$ cat config.mk
export PLATFORM = sky130hd
export DESIGN_NAME = ansi_sgr_stream_decoder_unit
export DESIGN_NICKNAME = d
export VERILOG_FILES = /design/src/design/asgr_pkg.sv /design/src/design/ansi_sgr_stream_decoder_unit.sv
export SDC_FILE = /design/constraint.sdc
export NUM_CORES = 1
export LEC_CHECK = 0
export ABC_AREA = 1
export BUFFER_PORTS_ARGS = -buffer_cell sky130_fd_sc_hd__buf_2
export CAP_MARGIN = 20
export CORE_ASPECT_RATIO = 1.4
export CORE_MARGIN = 8
export CORE_UTILIZATION = 30
export CTS_CLUSTER_DIAMETER = 50
export DETAILED_ROUTE_END_ITERATION = 8
export GPL_TIMING_DRIVEN = 0
export PLACE_DENSITY = 0.51
export SETUP_SLACK_MARGIN = 0.02
export SYNTH_ARGS = -nofsm -noshare
export SYNTH_HDL_FRONTEND = slang
export SYNTH_SLANG_ARGS = --single-unit
$ cat constraint.sdc
create_clock -name clk -period 4.8 [get_ports clk]
set_input_delay 0.48 -clock clk [delete_from_list [all_inputs] [get_ports clk]]
set_output_delay 0.48 -clock clk [all_outputs]
set_load 0.05 [all_outputs]
$ cat src/design/asgr_pkg.sv
// ----------------------------------------------------------------------------
// ANSI SGR stream decoder package
// Types, character codes, SGR codes and the SGR code apply function.
// ----------------------------------------------------------------------------
`timescale 1ns / 1ps
`default_nettype none

package asgr_pkg;

	typedef enum logic [1:0] {
		MODE_NORMAL,
		MODE_ESC,
		MODE_CSI,
		MODE_PARAMS
	} mode_t;

	typedef struct packed {
		logic [4:0] fg;
		logic [4:0] bg;
		logic       bold;
	} style_t;

	typedef struct packed {
		logic       kind;
		logic [7:0] ch;
		style_t     style;
		logic       last;
	} res_t;

	localparam logic [7:0] CH_ESC    = 8'h1B;
	localparam logic [7:0] CH_CR     = 8'h0D;
	localparam logic [7:0] CH_LBRACK = 8'h5B;
	localparam logic [7:0] CH_SEMI   = 8'h3B;
	localparam logic [7:0] CH_M      = 8'h6D;
	localparam logic [7:0] CH_J      = 8'h4A;
	localparam logic [7:0] CH_ZERO   = 8'h30;
	localparam logic [7:0] CH_TWO    = 8'h32;
	localparam logic [7:0] CH_NINE   = 8'h39;
	localparam logic [7:0] CH_NUL    = 8'h00;

	localparam logic       KIND_CHAR  = 1'b0;
	localparam logic       KIND_CLEAR = 1'b1;

	localparam logic [4:0] COLOUR_DEF = 5'd16;

	localparam int unsigned FIELD_W = 31;
	localparam int unsigned PROD_W  = 35;

	localparam logic [6:0] SGR_RESET  = 7'd0;
	localparam logic [6:0] SGR_BOLD   = 7'd1;
	localparam logic [6:0] SGR_FG_LO  = 7'd30;
	localparam logic [6:0] SGR_FG_HI  = 7'd37;
	localparam logic [6:0] SGR_FG_DEF = 7'd39;
	localparam logic [6:0] SGR_BG_LO  = 7'd40;
	localparam logic [6:0] SGR_BG_HI  = 7'd47;
	localparam logic [6:0] SGR_BG_DEF = 7'd49;
	localparam logic [6:0] SGR_FGB_LO = 7'd90;
	localparam logic [6:0] SGR_FGB_HI = 7'd97;
	localparam logic [6:0] SGR_BGB_LO = 7'd100;
	localparam logic [6:0] SGR_BGB_HI = 7'd107;

	localparam int unsigned FIFO_DEPTH = 4;
	localparam int unsigned PTR_W      = $clog2(FIFO_DEPTH);
	localparam int unsigned CNT_W      = $clog2(FIFO_DEPTH + 1);

	function automatic style_t asgr_apply(input style_t s, input logic [FIELD_W-1:0] v);
		style_t     r;
		logic [6:0] lo;
		r  = s;
		lo = v[6:0];
		if (v[FIELD_W-1:7] == '0) begin
			unique case (lo) inside
				SGR_RESET: begin
					r.fg   = COLOUR_DEF;
					r.bg   = COLOUR_DEF;
					r.bold = 1'b0;
				end
				SGR_BOLD:               r.bold = 1'b1;
				[SGR_FG_LO:SGR_FG_HI]:  r.fg = {1'b0, 4'(lo - SGR_FG_LO)};
				SGR_FG_DEF:             r.fg = COLOUR_DEF;
				[SGR_BG_LO:SGR_BG_HI]:  r.bg = {1'b0, 4'(lo - SGR_BG_LO)};
				SGR_BG_DEF:             r.bg = COLOUR_DEF;
				[SGR_FGB_LO:SGR_FGB_HI]: r.fg = 5'(lo - SGR_FGB_LO) + 5'd8;
				[SGR_BGB_LO:SGR_BGB_HI]: r.bg = 5'(lo - SGR_BGB_LO) + 5'd8;
				default: ;
			endcase
		end
		return r;
	endfunction

endpackage

`default_nettype wire

$ cat src/design/ansi_sgr_stream_decoder_unit.sv
// ----------------------------------------------------------------------------
// ANSI SGR stream decoder unit
// Decodes a terminal byte stream: held CR, escape/CSI parsing, SGR style
// updates and screen-clear events; emits printable bytes with their style.
// ----------------------------------------------------------------------------
//  channel | handshake            | payload
//  --------+----------------------+--------------------------------------------
//  in      | in_valid / in_ready  | byte_in
//  out     | out_valid / out_ready| kind, char_out, fg_colour, bg_colour,
//          |                      | bold_on, last
//
//  One byte accepted per cycle while the input is not stalled.
//  Decode is one pass from the input register into a four-entry result queue.
//  A byte giving two results emits them one at a time; the queue absorbs them.
//  Input stalls only while the queue holds more than two results.
//  Reset: normal text mode, default style, no CR held, queue empty.
// ----------------------------------------------------------------------------
`timescale 1ns / 1ps
`default_nettype none

module ansi_sgr_stream_decoder_unit
	import asgr_pkg::*;
(
	input  wire logic       clk,
	input  wire logic       arst_n,
	input  wire logic       in_valid,
	output logic            in_ready,
	input  wire logic [7:0] byte_in,
	output logic            out_valid,
	input  wire logic       out_ready,
	output logic            kind,
	output logic [7:0]      char_out,
	output logic [4:0]      fg_colour,
	output logic [4:0]      bg_colour,
	output logic            bold_on,
	output logic            last
);

	// input register
	logic [7:0]         byte_s1;
	logic               vld_s1;

	// parser state
	mode_t              mode_q, mode_d;
	logic               cr_q, cr_d;
	style_t             cur_q, cur_d;
	style_t             new_q, new_d;
	logic [FIELD_W-1:0] fval_q, fval_d;
	logic               fovf_q, fovf_d;
	logic               two_q, two_d;

	// result queue
	res_t               fifo_q [FIFO_DEPTH];
	logic [PTR_W-1:0]   wr_q, rd_q;
	logic [CNT_W-1:0]   cnt_q;

	logic               proc_fire, pop;
	logic [1:0]         nres;
	res_t               r0, r1;

	logic               is_digit, do_normal, add_dig, end_fld, commit, drop, clr_fld;
	logic [PROD_W-1:0]  prod;
	style_t             applied;

	assign proc_fire = vld_s1 && (cnt_q <= CNT_W'(FIFO_DEPTH - 2));
	assign in_ready  = !vld_s1 || proc_fire;
	assign out_valid = (cnt_q != '0);
	assign pop       = out_valid && out_ready;

	assign is_digit = (byte_s1 >= CH_ZERO) && (byte_s1 <= CH_NINE);
	assign prod     = ({4'b0, fval_q} << 3) + ({4'b0, fval_q} << 1)
		+ PROD_W'(byte_s1 - CH_ZERO);
	assign applied  = asgr_apply(new_q, fovf_q ? '0 : fval_q);

	// next parse mode
	always_comb begin
		mode_d = mode_q;
		unique case (mode_q)
			MODE_NORMAL: mode_d = (byte_s1 == CH_ESC) ? MODE_ESC : MODE_NORMAL;
			MODE_ESC: begin
				if (byte_s1 == CH_LBRACK)
					mode_d = MODE_CSI;
				else if (byte_s1 == CH_ESC)
					mode_d = MODE_ESC;
				else
					mode_d = MODE_NORMAL;
			end
			MODE_CSI, MODE_PARAMS: begin
				if (is_digit || byte_s1 == CH_SEMI)
					mode_d = MODE_PARAMS;
				else
					mode_d = MODE_NORMAL;
			end
			default: mode_d = MODE_NORMAL;
		endcase
	end

	// actions and results
	always_comb begin
		do_normal = 1'b0;
		add_dig   = 1'b0;
		end_fld   = 1'b0;
		commit    = 1'b0;
		drop      = 1'b0;
		clr_fld   = 1'b0;
		cr_d      = cr_q;
		cur_d     = cur_q;
		new_d     = new_q;
		fval_d    = fval_q;
		fovf_d    = fovf_q;
		two_d     = two_q;
		nres      = 2'd0;
		r0        = '{kind: KIND_CHAR, ch: CH_NUL, style: cur_q, last: 1'b0};
		r1        = '{kind: KIND_CHAR, ch: CH_NUL, style: cur_q, last: 1'b1};

		unique case (mode_q)
			MODE_ESC: begin
				if (byte_s1 == CH_LBRACK) begin
					new_d   = cur_q;
					clr_fld = 1'b1;
				end else begin
					do_normal = 1'b1;
				end
			end
			MODE_CSI, MODE_PARAMS: begin
				if (is_digit) begin
					add_dig = 1'b1;
					two_d   = (mode_q == MODE_CSI) && (byte_s1 == CH_TWO);
				end else if (byte_s1 == CH_SEMI) begin
					end_fld = 1'b1;
				end else if (byte_s1 == CH_M) begin
					end_fld = 1'b1;
					commit  = 1'b1;
				end else if (mode_q == MODE_PARAMS && byte_s1 == CH_J && two_q) begin
					drop    = 1'b1;
					r0.kind = KIND_CLEAR;
					nres    = 2'd1;
				end else begin
					drop = 1'b1;
				end
			end
			default: do_normal = 1'b1;
		endcase

		if (add_dig && !fovf_q) begin
			if (prod[PROD_W-1:FIELD_W] != '0) begin
				fovf_d = 1'b1;
				fval_d = '0;
			end else begin
				fval_d = prod[FIELD_W-1:0];
			end
		end
		if (end_fld) begin
			new_d   = applied;
			clr_fld = 1'b1;
		end
		if (commit)
			cur_d = applied;
		if (drop) begin
			new_d   = cur_q;
			clr_fld = 1'b1;
		end
		if (clr_fld) begin
			fval_d = '0;
			fovf_d = 1'b0;
			two_d  = 1'b0;
		end

		if (do_normal && byte_s1 != CH_ESC) begin
			if (byte_s1 == CH_CR) begin
				if (cr_q) begin
					r0.ch = CH_CR;
					nres  = 2'd1;
				end
				cr_d = 1'b1;
			end else begin
				if (cr_q) begin
					r0.ch = CH_CR;
					r1.ch = byte_s1;
					nres  = 2'd2;
				end else begin
					r0.ch = byte_s1;
					nres  = 2'd1;
				end
				cr_d = 1'b0;
			end
		end

		r0.last = (nres == 2'd1);
	end

	// control registers
	always_ff @(posedge clk or negedge arst_n) begin
		if (!arst_n) begin
			vld_s1 <= 1'b0;
			mode_q <= MODE_NORMAL;
			cr_q   <= 1'b0;
			cur_q  <= '{fg: COLOUR_DEF, bg: COLOUR_DEF, bold: 1'b0};
			new_q  <= '{fg: COLOUR_DEF, bg: COLOUR_DEF, bold: 1'b0};
			fval_q <= '0;
			fovf_q <= 1'b0;
			two_q  <= 1'b0;
			wr_q   <= '0;
			rd_q   <= '0;
			cnt_q  <= '0;
		end else begin
			if (in_ready)
				vld_s1 <= in_valid;
			if (proc_fire) begin
				mode_q <= mode_d;
				cr_q   <= cr_d;
				cur_q  <= cur_d;
				new_q  <= new_d;
				fval_q <= fval_d;
				fovf_q <= fovf_d;
				two_q  <= two_d;
				wr_q   <= wr_q + PTR_W'(nres);
			end
			if (pop)
				rd_q <= rd_q + PTR_W'(1);
			cnt_q <= cnt_q + (proc_fire ? CNT_W'(nres) : CNT_W'(0)) - CNT_W'(pop);
		end
	end

	// payload registers
	always_ff @(posedge clk) begin
		if (in_ready && in_valid)
			byte_s1 <= byte_in;
		if (proc_fire && nres != 2'd0)
			fifo_q[wr_q] <= r0;
		if (proc_fire && nres == 2'd2)
			fifo_q[wr_q + PTR_W'(1)] <= r1;
	end

	assign kind      = fifo_q[rd_q].kind;
	assign char_out  = fifo_q[rd_q].ch;
	assign fg_colour = fifo_q[rd_q].style.fg;
	assign bg_colour = fifo_q[rd_q].style.bg;
	assign bold_on   = fifo_q[rd_q].style.bold;
	assign last      = fifo_q[rd_q].last;

endmodule

`default_nettype wire

==> results.sh, run 1 <==
export IMPL_holdCritPathClass="in -> reg"
export IMPL_clockRootBuffer="clkbuf_16"
export IMPL_synth_top_area_share=0.233
export IMPL_utilization=0.343
export IMPL_clock_latency_ps=450
export IMPL_initial_utilization=0.304
export IMPL_status="finished, final reports clean"
export IMPL_fp_dieH_microns=241
export IMPL_gp_congestion=0.896
export IMPL_cp_start_kind="register"
export IMPL_synth_seq_area_share=0.400
export IMPL_grt_pass1_vias=9397
export IMPL_avgViaCountPerCell=4.78
export IMPL_via_count=9285
export IMPL_synth_most_common_cell="nand2_1"
export IMPL_ant_nets=0
export IMPL_yosys_top_cells_count="389 x nand2_1, 194 x nor2_1, 186 x inv_1, 84 x edfxtp_1, 78 x o21ai_0"
export IMPL_ys_ff_latch=158
export IMPL_ios=35
export IMPL_synth_avg_cell_area_sq_um=7.69
export IMPL_hold_start="byte_in[6]"
export IMPL_clock_path_buffers=2
export IMPL_reg2reg_slack_ps=500
export IMPL_tritoncts="done"
export IMPL_power_leakage_nw=5.95
export IMPL_finalClockSkew_ps=9.43
export IMPL_timing_final_max_slew_violations=0
export IMPL_syn_nets=1507
export IMPL_drc_errors=0
export IMPL_drive_gt1_frac=0.0798
export IMPL_synth_area_leaders="edfxtp_1 23%, dfrtp_1 14%, nand2_1 13%"
export IMPL_place_hpwl_mm=23.6
export IMPL_grt_first_pass_wirelength_mm=49.5
export IMPL_worst_pin_slew_ps=986
export IMPL_core_sq_um=35700
export IMPL_required_ps=5180
export IMPL_cts_htree_levels=4
export IMPL_power_density_nw_per_um2=436
export IMPL_setup_viol=0
export IMPL_rr_worst_depth=20
export IMPL_avgRoutedWirePerCell_microns=15.9
export IMPL_grt_max_degree=49
export IMPL_synth_largest_area_cell="edfxtp_1"
export IMPL_synth_edff_count=84
export IMPL_netlist_area_sq_um=10800
export IMPL_overflow=0
export IMPL_drt_iter0_drc=543
export IMPL_p_total_mw=5.35
export IMPL_cts_buffers_inserted=17
export IMPL_final_nets=1563
export IMPL_irDropWorstVdd_v=0.000391
export IMPL_rows=82
export IMPL_max_freq_mhz=233
export IMPL_timing_worst_setup_path_type="reg -> reg"
export IMPL_final_period_utilization=0.896
export IMPL_dpl_cell_area_sq_um=11700
export IMPL_drt_total_wl_mm=30.8
export IMPL_cts_sinks=158
export IMPL_rsz0062_at_grt="no"
export IMPL_setup_worst_path_end_class="register"
export IMPL_async_flop_share=0.418
export IMPL_final_min_clock_period_ps=4300
export IMPL_insertedDiodeCount=0
export IMPL_die_area_sq_um=42600
export IMPL_cp_arrival_ps=4680
export IMPL_cap_violations=0
export IMPL_grt_usage=0.148
export IMPL_critPathMaxFanout=18
export IMPL_dp_worst_setup_slack_ps=522
export IMPL_fin_area_sq_um=12200
export IMPL_cts_clk_slew_worst_paths_ps=70
export IMPL_hold_end="byte_s1[6]"
export IMPL_drt_pass1_iter_count=5
export IMPL_r2r_end="fval_q[23]"
export IMPL_hold_viol_final=0
export IMPL_slew_headroom=0.341
export IMPL_setup_slack_ps=501
export IMPL_post_synth_num_cell_types=44
export IMPL_worstReg2RegStart="byte_s1[7]"
export IMPL_antenna_found_initial=0
export IMPL_hold_path_depth=1
export IMPL_synth_top_flop_cell="edfxtp_1"
export IMPL_portBuffers=34
export IMPL_syn_to_final_growth_pct=12.9
export IMPL_die_w_microns=177
export IMPL_syn_inst=1410
export IMPL_ys_warn_count=0
critical path, stage by stage (launching register included):
cell	delay [ps]
edfxtp_1	430
nor2_1	280
inv_1	160
nor2_4	380
buf_16	240
fa_1	430
ha_1	360
nand2_1	200
inv_1	60
nand2_1	60
nand3_1	110
a21oi_1	150
nand2_1	200
nand2_1	150
nand2_1	60
nand2_1	70
nand3_1	70
nor2_1	280
buf_2	320
nand4_1	130
nand2_1	90
area by class of cell:
type | count | area [sq um]
clock inverters | 15 | 153
well taps | 462 | 578
repair buffers | 37 | 238
clock buffers | 17 | 425
plain buffers | 38 | 181
multi-input cells | 1018 | 5600
inverters | 196 | 736
flip-flops and latches | 158 | 4340
fillers | 3816 | 23500
worst max-delay path by stage:
stage          depth (start not counted)        from  slack, ps    endpoint
2_1_floorplan                         18  byte_s1[4]        320   fval_q[0]
3_3_place_gp                          19  byte_s1[7]      -1350  fval_q[23]
3_5_place_dp                          20  byte_s1[7]        520  fval_q[23]
4_1_cts                               20  byte_s1[7]        490  fval_q[23]
5_1_grt                               20  byte_s1[7]        190  fval_q[23]
6_report                              20  byte_s1[7]        500  fval_q[23]
through the flow:
| stage | instances | setup TNS [ps] | hold slack [ps] |
|---|---|---|---|
| finish | 1941 | 0 | 215 |
| CTS | 1941 | 0 | 196 |
| detailed placement | 1908 | 0 | 410 |
| global placement | 1906 | -40840 | 432 |
| global route | 1941 | 0 | 201 |
| floorplan | 1410 | 0 | 184 |
cells in the final DEF, fill, tap and decap left out, drive strengths merged, types with 8 or more instances in the layout:
cell	n
o22ai	41
edfxtp	84
nor2	198
dfrtp	62
buf	55
fa	31
inv	203
dfxtp	8
nor3	17
a21oi	46
nand2	394
ha	54
nand3	51
xor2	19
o21ai	83
xnor2	14
clkbuf	36
nand4	46
sequential cells by signal (all words and copies together), names as in the netlist, 2 cells and up:
signal / flops
fval_q: 31
cur_q: 11
new_q: 11
mode_q: 2
fifo_q: 84
wr_q: 2
rd_q: 2
cnt_q: 3
byte_s1: 8
kinds of logic after synthesis:
family	count (synthesis)	share of synthesized area
AOI/OAI and AO/OA	188	0.0955
xor gates and xnor gates	33	0.0266
adders and majority gates	85	0.120
buffers and inverters	234	0.0846
DFF	158	0.400
and+or+nand+nor	712	0.274
routing by layer:
metal | vias to the layer above | GRT usage | wire (microns) | part of all wire
met5 | - | 0 | 0 | 0
met4 | 0 | 0.0562 | 776 | 0.025
met2 | 179 | 0.291 | 16800 | 0.55
met1 | 4349 | 0.154 | 12200 | 0.40
li1 | 4704 | - | - | -
met3 | 53 | 0.0208 | 982 | 0.032
power by group:
group / internal [mW] / switching (mW) / leakage [nW] / total [mW]
logic: 0.555 / 1.67 / 3.90 / 2.22
registers: 1.67 / 0.0907 / 1.76 / 1.76
clock network: 0.733 / 0.628 / 0.282 / 1.36
what timing repair did:
action,4_1_cts,5_1_grt
gates resized for setup,0,0
buffers inserted,0,0
hold endpoints to repair,18,0
hold buffers,1,0
(Power assumes the default switching activity.)
==> run 2, diff against run 1 <==
--- a/config.mk
+++ b/config.mk
@@ -5,16 +5,15 @@
 export SDC_FILE = /design/constraint.sdc
 export NUM_CORES = 1
 export LEC_CHECK = 0
-export ABC_AREA = 1
-export BUFFER_PORTS_ARGS = -buffer_cell sky130_fd_sc_hd__buf_2
 export CAP_MARGIN = 20
 export CORE_ASPECT_RATIO = 1.4
 export CORE_MARGIN = 8
 export CORE_UTILIZATION = 30
 export CTS_CLUSTER_DIAMETER = 50
 export DETAILED_ROUTE_END_ITERATION = 8
+export DONT_BUFFER_PORTS = 1
 export GPL_TIMING_DRIVEN = 0
-export PLACE_DENSITY = 0.51
+export PLACE_DENSITY = 0.5
 export SETUP_SLACK_MARGIN = 0.02
 export SYNTH_ARGS = -nofsm -noshare
 export SYNTH_HDL_FRONTEND = slang
==> results.sh, run 2 <==
export IMPL_status="finished, final reports clean"
export IMPL_final_nets=1085
export IMPL_largest_register="fifo_q"
export IMPL_drt_pass1_iter_count=5
export IMPL_netlist_area_sq_um=10200
export IMPL_power_density_nw_per_um2=408
export IMPL_top_regs="fifo_q x84, fval_q x31"
export IMPL_tritoncts="done"
export IMPL_r2r_end="fval_q[19]"
export IMPL_clockRootBuffer="clkbuf_16"
export IMPL_rows=80
export IMPL_max_freq_mhz=223
export IMPL_seq_area_sq_um=4340
export IMPL_critPathMaxFanout=17
export IMPL_setup_worst_path_end_class="register"
export IMPL_place_hpwl_mm=20.2
export IMPL_wl_met3_microns=666
export IMPL_synth_most_common_cell="nand2_1"
export IMPL_overflow=0
export IMPL_drt_iter0_drc=356
export IMPL_slew_headroom=0.387
export IMPL_avgViaCountPerCell=5.08
export IMPL_m1WireLength_mm=10.1
export IMPL_die_w_microns=172
export IMPL_hold_path_depth=0
export IMPL_synth_area_leaders="edfxtp_1 25%, dfrtp_1 15%, ha_1 6.6%"
export IMPL_hold_start="byte_in[0]"
export IMPL_timing_final_max_slew_violations=0
export IMPL_avgRoutedWirePerCell_microns=18.2
export IMPL_cts_sinks=158
export IMPL_p_total_mw=4.70
export IMPL_setup_viol=0
export IMPL_cts_clk_slew_worst_paths_ps=70
export IMPL_reg2reg_slack_ps=320
export IMPL_insertedDiodeCount=0
export IMPL_mostFrequentLayoutCells="102 x nand2_1, 84 x edfxtp_1, 76 x o21ai_0"
export IMPL_fp_dieH_microns=234
export IMPL_final_period_utilization=0.933
export IMPL_whs_ps=137
export IMPL_highest_layer="met4"
export IMPL_syn_to_final_growth_pct=12.8
export IMPL_initial_utilization=0.302
export IMPL_worst_pin_slew_ps=919
export IMPL_cts_htree_levels=4
export IMPL_final_common_cell="nand2_1"
export IMPL_drt_total_wl_mm=26.5
export IMPL_worstReg2RegStart="byte_s1[4]"
export IMPL_grt_usage=0.138
export IMPL_grt_pass1_vias=7921
export IMPL_ys_ff_latch=158
export IMPL_drive_gt1_frac=0.116
export IMPL_multi_input_area_sq_um=5600
export IMPL_irDropWorstVdd_v=0.000256
export IMPL_die_area_sq_um=40300
export IMPL_cts_buffers_inserted=17
export IMPL_via_count=7372
export IMPL_clock_path_buffers=2
export IMPL_core_sq_um=33800
export IMPL_power_leakage_nw=4.65
export IMPL_post_synth_num_cell_types=77
export IMPL_hold_viol_final=0
export IMPL_wl_met2_mm=14.9
export IMPL_holdCritPathClass="in -> reg"
export IMPL_finalClockSkew_ps=9.29
export IMPL_syn_nets=1060
export IMPL_cp_arrival_ps=4830
export IMPL_synth_seq_area_share=0.425
export IMPL_ant_nets=0
export IMPL_synth_avg_cell_area_sq_um=10.6
export IMPL_nFillCells=3500
export IMPL_hold_end="byte_s1[0]"
export IMPL_ys_warn_count=0
export IMPL_ios=35
export IMPL_portBuffers=0
export IMPL_grt_max_degree=67
export IMPL_largest_reg_flops=84
export IMPL_grt_first_pass_wirelength_mm=42.8
export IMPL_cp_start_kind="register"
export IMPL_final_min_clock_period_ps=4480
export IMPL_yosys_top_cells_count="102 x nand2_1, 84 x edfxtp_1, 76 x o21ai_0, 62 x dfrtp_1, 62 x nor2b_1"
export IMPL_synth_top_area_share=0.247
export IMPL_rr_worst_depth=16
export IMPL_syn_inst=963
export IMPL_rsz0062_at_grt="no"
export IMPL_drc_errors=0
export IMPL_timing_worst_setup_path_type="reg -> reg"
export IMPL_cap_violations=0
export IMPL_clock_latency_ps=440
export IMPL_antenna_found_initial=0
export IMPL_synth_edff_count=84
export IMPL_required_ps=5150
export IMPL_synth_top_flop_cell="edfxtp_1"
export IMPL_async_flop_share=0.418
export IMPL_synth_largest_area_cell="edfxtp_1"
export IMPL_gp_congestion=0.888
-- run 2: cell count changes in the layout (fill, tap and decap cells not counted), moves of 39 or more --
cell     delta
nand2_1   -287
nor2_1    -149
inv_1     -139
nor2b_1    +62
o22ai_1    -40
nand4_1    -39
-- run 2: metrics by stage --
step | setup TNS [ps] | cells | worst slack [ps] | instance area, sq um | utilization
after floorplan | 0 | 963 | 292 | 10200 | -
after global placement | -29130 | 1414 | -1010 | 10800 | 0.319
after detailed placement | -5990 | 1415 | -274 | 10800 | 0.320
after CTS | 0 | 1452 | 51.3 | 11500 | 0.339
after global routing | 0 | 1452 | 48.8 | 11500 | 0.341
final | 0 | 1452 | 324 | 11500 | 0.341
-- run 2: cells by family (layout without fill, tap and decap cells) --
group	Yosys count	after routing	synth area share
xor gates and xnor gates	33	33	0.0283
adders and majority gates	85	85	0.127
muxes	46	46	0.0721
DFF	158	158	0.425
buffers and inverters	85	123	0.0333
AOI/OAI and AO/OA	253	253	0.162
and+or+nand+nor	303	303	0.153
-- run 2: final cells by class --
cell class / instances / share of cell area
multi-input cells: 720 / 0.486
flip-flops and latches: 158 / 0.377
well taps: 451 / 0.0490
clock buffers: 22 / 0.0432
inverters: 47 / 0.0153
plain buffers: 37 / 0.0141
repair buffers: 7 / 0.00934
clock inverters: 10 / 0.00619
-- run 2: worst max-delay path by stage --
| stage | start | to | slack [ps] |
|---|---|---|---|
| final | byte_s1[4] | fval_q[19] | 320 |
| after global routing | byte_s1[5] | fval_q[18] | 50 |
| after CTS | byte_s1[4] | fval_q[19] | 50 |
| after detailed placement | byte_s1[4] | fval_q[20] | -270 |
| after global placement | byte_s1[4] | fval_q[27] | -1010 |
| after floorplan | byte_s1[4] | fval_q[28] | 290 |
-- run 2: repair_timing --
action	CTS	global route
setup endpoints to repair	32	30
hold endpoints to repair	66	0
buffers inserted	3	1
resized for setup	1	11
hold buffers	2	0
pin swaps	1	0
gates cloned	0	0
-- run 2: routing by layer --
| metal | vias up | global-route usage |
|---|---|---|
| met5 | - | 0 |
| met3 | 41 | 0.0216 |
| met2 | 106 | 0.270 |
| li1 | 3569 | - |
| met4 | 0 | 0.0613 |
| met1 | 3656 | 0.139 |
-- run 2: report_power, final --
part           internal, mW  switching [mW]
logic                 0.493            1.15
registers              1.65          0.0919
clock network         0.744           0.582
total                  2.88            1.82
-- run 2: worst max-delay path: stages, from the launching register on --
cell	delay, ps
edfxtp_1	460
ha_2	290
nor3_4	280
buf_12	180
buf_16	170
fa_1	450
ha_1	290
clkbuf_1	270
and4_1	260
and3_1	230
nand3_1	190
or2_2	340
a31o_1	200
o311ai_2	120
nand4_4	180
clkbuf_4	250
o21ai_0	200
==> run 3, diff against run 2 <==
--- a/config.mk
+++ b/config.mk
@@ -9,6 +9,7 @@
 export CORE_ASPECT_RATIO = 1.4
 export CORE_MARGIN = 8
 export CORE_UTILIZATION = 30
+export CTS_BUF_LIST = sky130_fd_sc_hd__clkbuf_8
 export CTS_CLUSTER_DIAMETER = 50
 export DETAILED_ROUTE_END_ITERATION = 8
 export DONT_BUFFER_PORTS = 1
==> results.sh, run 3 (synthesis results as in run 2) <==
export IMPL_finalClockSkew_ps=13.1
export IMPL_drt_total_wl_mm=26.4
export IMPL_core_sq_um=33800
export IMPL_rows=80
export IMPL_power_density_nw_per_um2=387
export IMPL_holdCritPathClass="in -> reg"
export IMPL_drc_errors=0
export IMPL_fp_dieH_microns=234
export IMPL_grt_pass1_vias=7892
export IMPL_die_w_microns=172
export IMPL_tritoncts="done"
export IMPL_dp_cells=1415
export IMPL_final_nets=1085
export IMPL_place_hpwl_mm=20.2
export IMPL_mostFrequentLayoutCells="102 x nand2_1, 84 x edfxtp_1, 76 x o21ai_0"
export IMPL_grt_first_pass_wirelength_mm=42.7
export IMPL_antenna_found_initial=1
export IMPL_final_min_clock_period_ps=4470
export IMPL_dp_worst_setup_slack_ps=-274
export IMPL_cp_arrival_ps=4870
export IMPL_final_common_cell="nand2_1"
export IMPL_hold_viol_final=0
export IMPL_drt_iter0_drc=336
export IMPL_largest_reg_flops=84
export IMPL_required_ps=5200
export IMPL_timing_worst_setup_path_type="reg -> reg"
export IMPL_clock_path_buffers=2
export IMPL_fin_area_sq_um=11300
export IMPL_avgViaCountPerCell=5.08
export IMPL_largest_register="fifo_q"
export IMPL_cpMostUsedCell="o21ai_0"
export IMPL_critPathMaxFanout=17
export IMPL_cts_htree_levels=4
export IMPL_crit_slowest_cell="edfxtp_1"
export IMPL_crit_path_cell_trace="ha_2, nor3_4, buf_12, buf_16, fa_1, ha_1, a21oi_1, o21ai_0, a211oi_1, o21ai_0, a41oi_1, mux2i_2, nand4_4, clkbuf_4, o21ai_0"
export IMPL_initial_utilization=0.302
export IMPL_layout_cells_non_filler=1453
export IMPL_cts_sinks=158
export IMPL_final_period_utilization=0.931
export IMPL_clock_latency_ps=480
export IMPL_setup_slack_ps=329
export IMPL_syn_to_final_growth_pct=11.0
export IMPL_rsz0062_at_grt="no"
export IMPL_dpl_cell_area_sq_um=10800
export IMPL_grt_usage=0.137
export IMPL_cts_buffers_inserted=17
export IMPL_drt_pass1_iter_count=5
export IMPL_worst_pin_slew_ps=921
export IMPL_cap_violations=0
export IMPL_power_leakage_nw=4.57
export IMPL_clockRootBuffer="clkbuf_8"
export IMPL_grt_max_degree=67
export IMPL_slowest_delay_ps=470
export IMPL_portBuffers=0
export IMPL_max_freq_mhz=224
export IMPL_slew_headroom=0.385
export IMPL_cts_clk_slew_worst_paths_ps=90
export IMPL_overflow=0
export IMPL_timing_final_max_slew_violations=0
export IMPL_avgRoutedWirePerCell_microns=18.2
export IMPL_die_area_sq_um=40300
export IMPL_irDropWorstVdd_v=0.000219
export IMPL_drive_gt1_frac=0.115
export IMPL_cp_start_kind="register"
export IMPL_ant_nets=0
export IMPL_nFillCells=3524
export IMPL_top_regs="fifo_q x84, fval_q x31"
export IMPL_via_count=7376
export IMPL_status="finished, final reports clean"
export IMPL_ios=35
export IMPL_setup_worst_path_end_class="register"
export IMPL_gp_congestion=0.888
export IMPL_setup_viol=0
-- run 3: through the flow --
stage	TNS [ps]	power (mW)	hold WS (ps)	utilization
floorplan	0	3.05	184	-
global placement	-29130	3.37	188	0.319
detailed placement	-5990	3.40	188	0.320
CTS	0	4.46	54.3	0.334
global route	0	4.64	57.0	0.335
finish	0	4.39	99.6	0.335
-- run 3: cell type report --
type                       instances  area, sq um  share of cell area
tap                              451          564              0.0497
antenna                            1         2.50            0.000221
multi-input combinational        720         5600               0.494
clock buffer                      18          248              0.0218
inverter                          47          176              0.0156
timing repair buffer               7          108             0.00949
buffer                            37          163              0.0143
clock inverter                    14          139              0.0122
sequential                       158         4340               0.383
-- run 3: where the power goes --
part           leakage (nW)  internal (mW)  total [mW]  switching [mW]
Combinational          2.62          0.493        1.64            1.14
Clock                 0.204          0.476        1.01           0.537
Sequential             1.75           1.64        1.74          0.0922
-- run 3: repair_timing --
item	in CTS	in global routing
setup buffers	3	1
hold buffers	2	0
resized for setup	1	11
hold endpoints to repair	66	0
pin swaps	1	0
endpoints found under the setup margin	32	30
-- run 3: layer usage --
layer | GRT usage | wire length [microns] | part of all wire
met5 | 0 | 0 | 0
met4 | 0.0616 | 827 | 0.031
met3 | 0.0200 | 672 | 0.025
met2 | 0.269 | 14800 | 0.56
met1 | 0.139 | 10000 | 0.38
-- run 3: final timing paths --
path / slack [ps] / from / to / cells past startpoint
worst max-delay path: 330 / byte_s1[4] / fval_q[19] / 15
worst min-delay path: 100 / byte_in[0] / byte_s1[0] / 0
worst max register to register: 330 / byte_s1[4] / fval_q[19] / 15
worst min register to register: 450 / fifo_q[3][0] / fifo_q[3][0] / 2
max in group asynchronous: 3920 / arst_n / fval_q[8] / 2
min in group asynchronous: 520 / arst_n / cur_q[7] / 2
-- run 3: critical path, delay by kind of cell, from the launching register on --
family	cells	cell delay [ps]
muxes	1	400
buffers and inverters	3	590
AOI/OAI and AO/OA	6	1320
adders and majority gates	3	1140
and+or+nand+nor	2	450
DFF	1	470
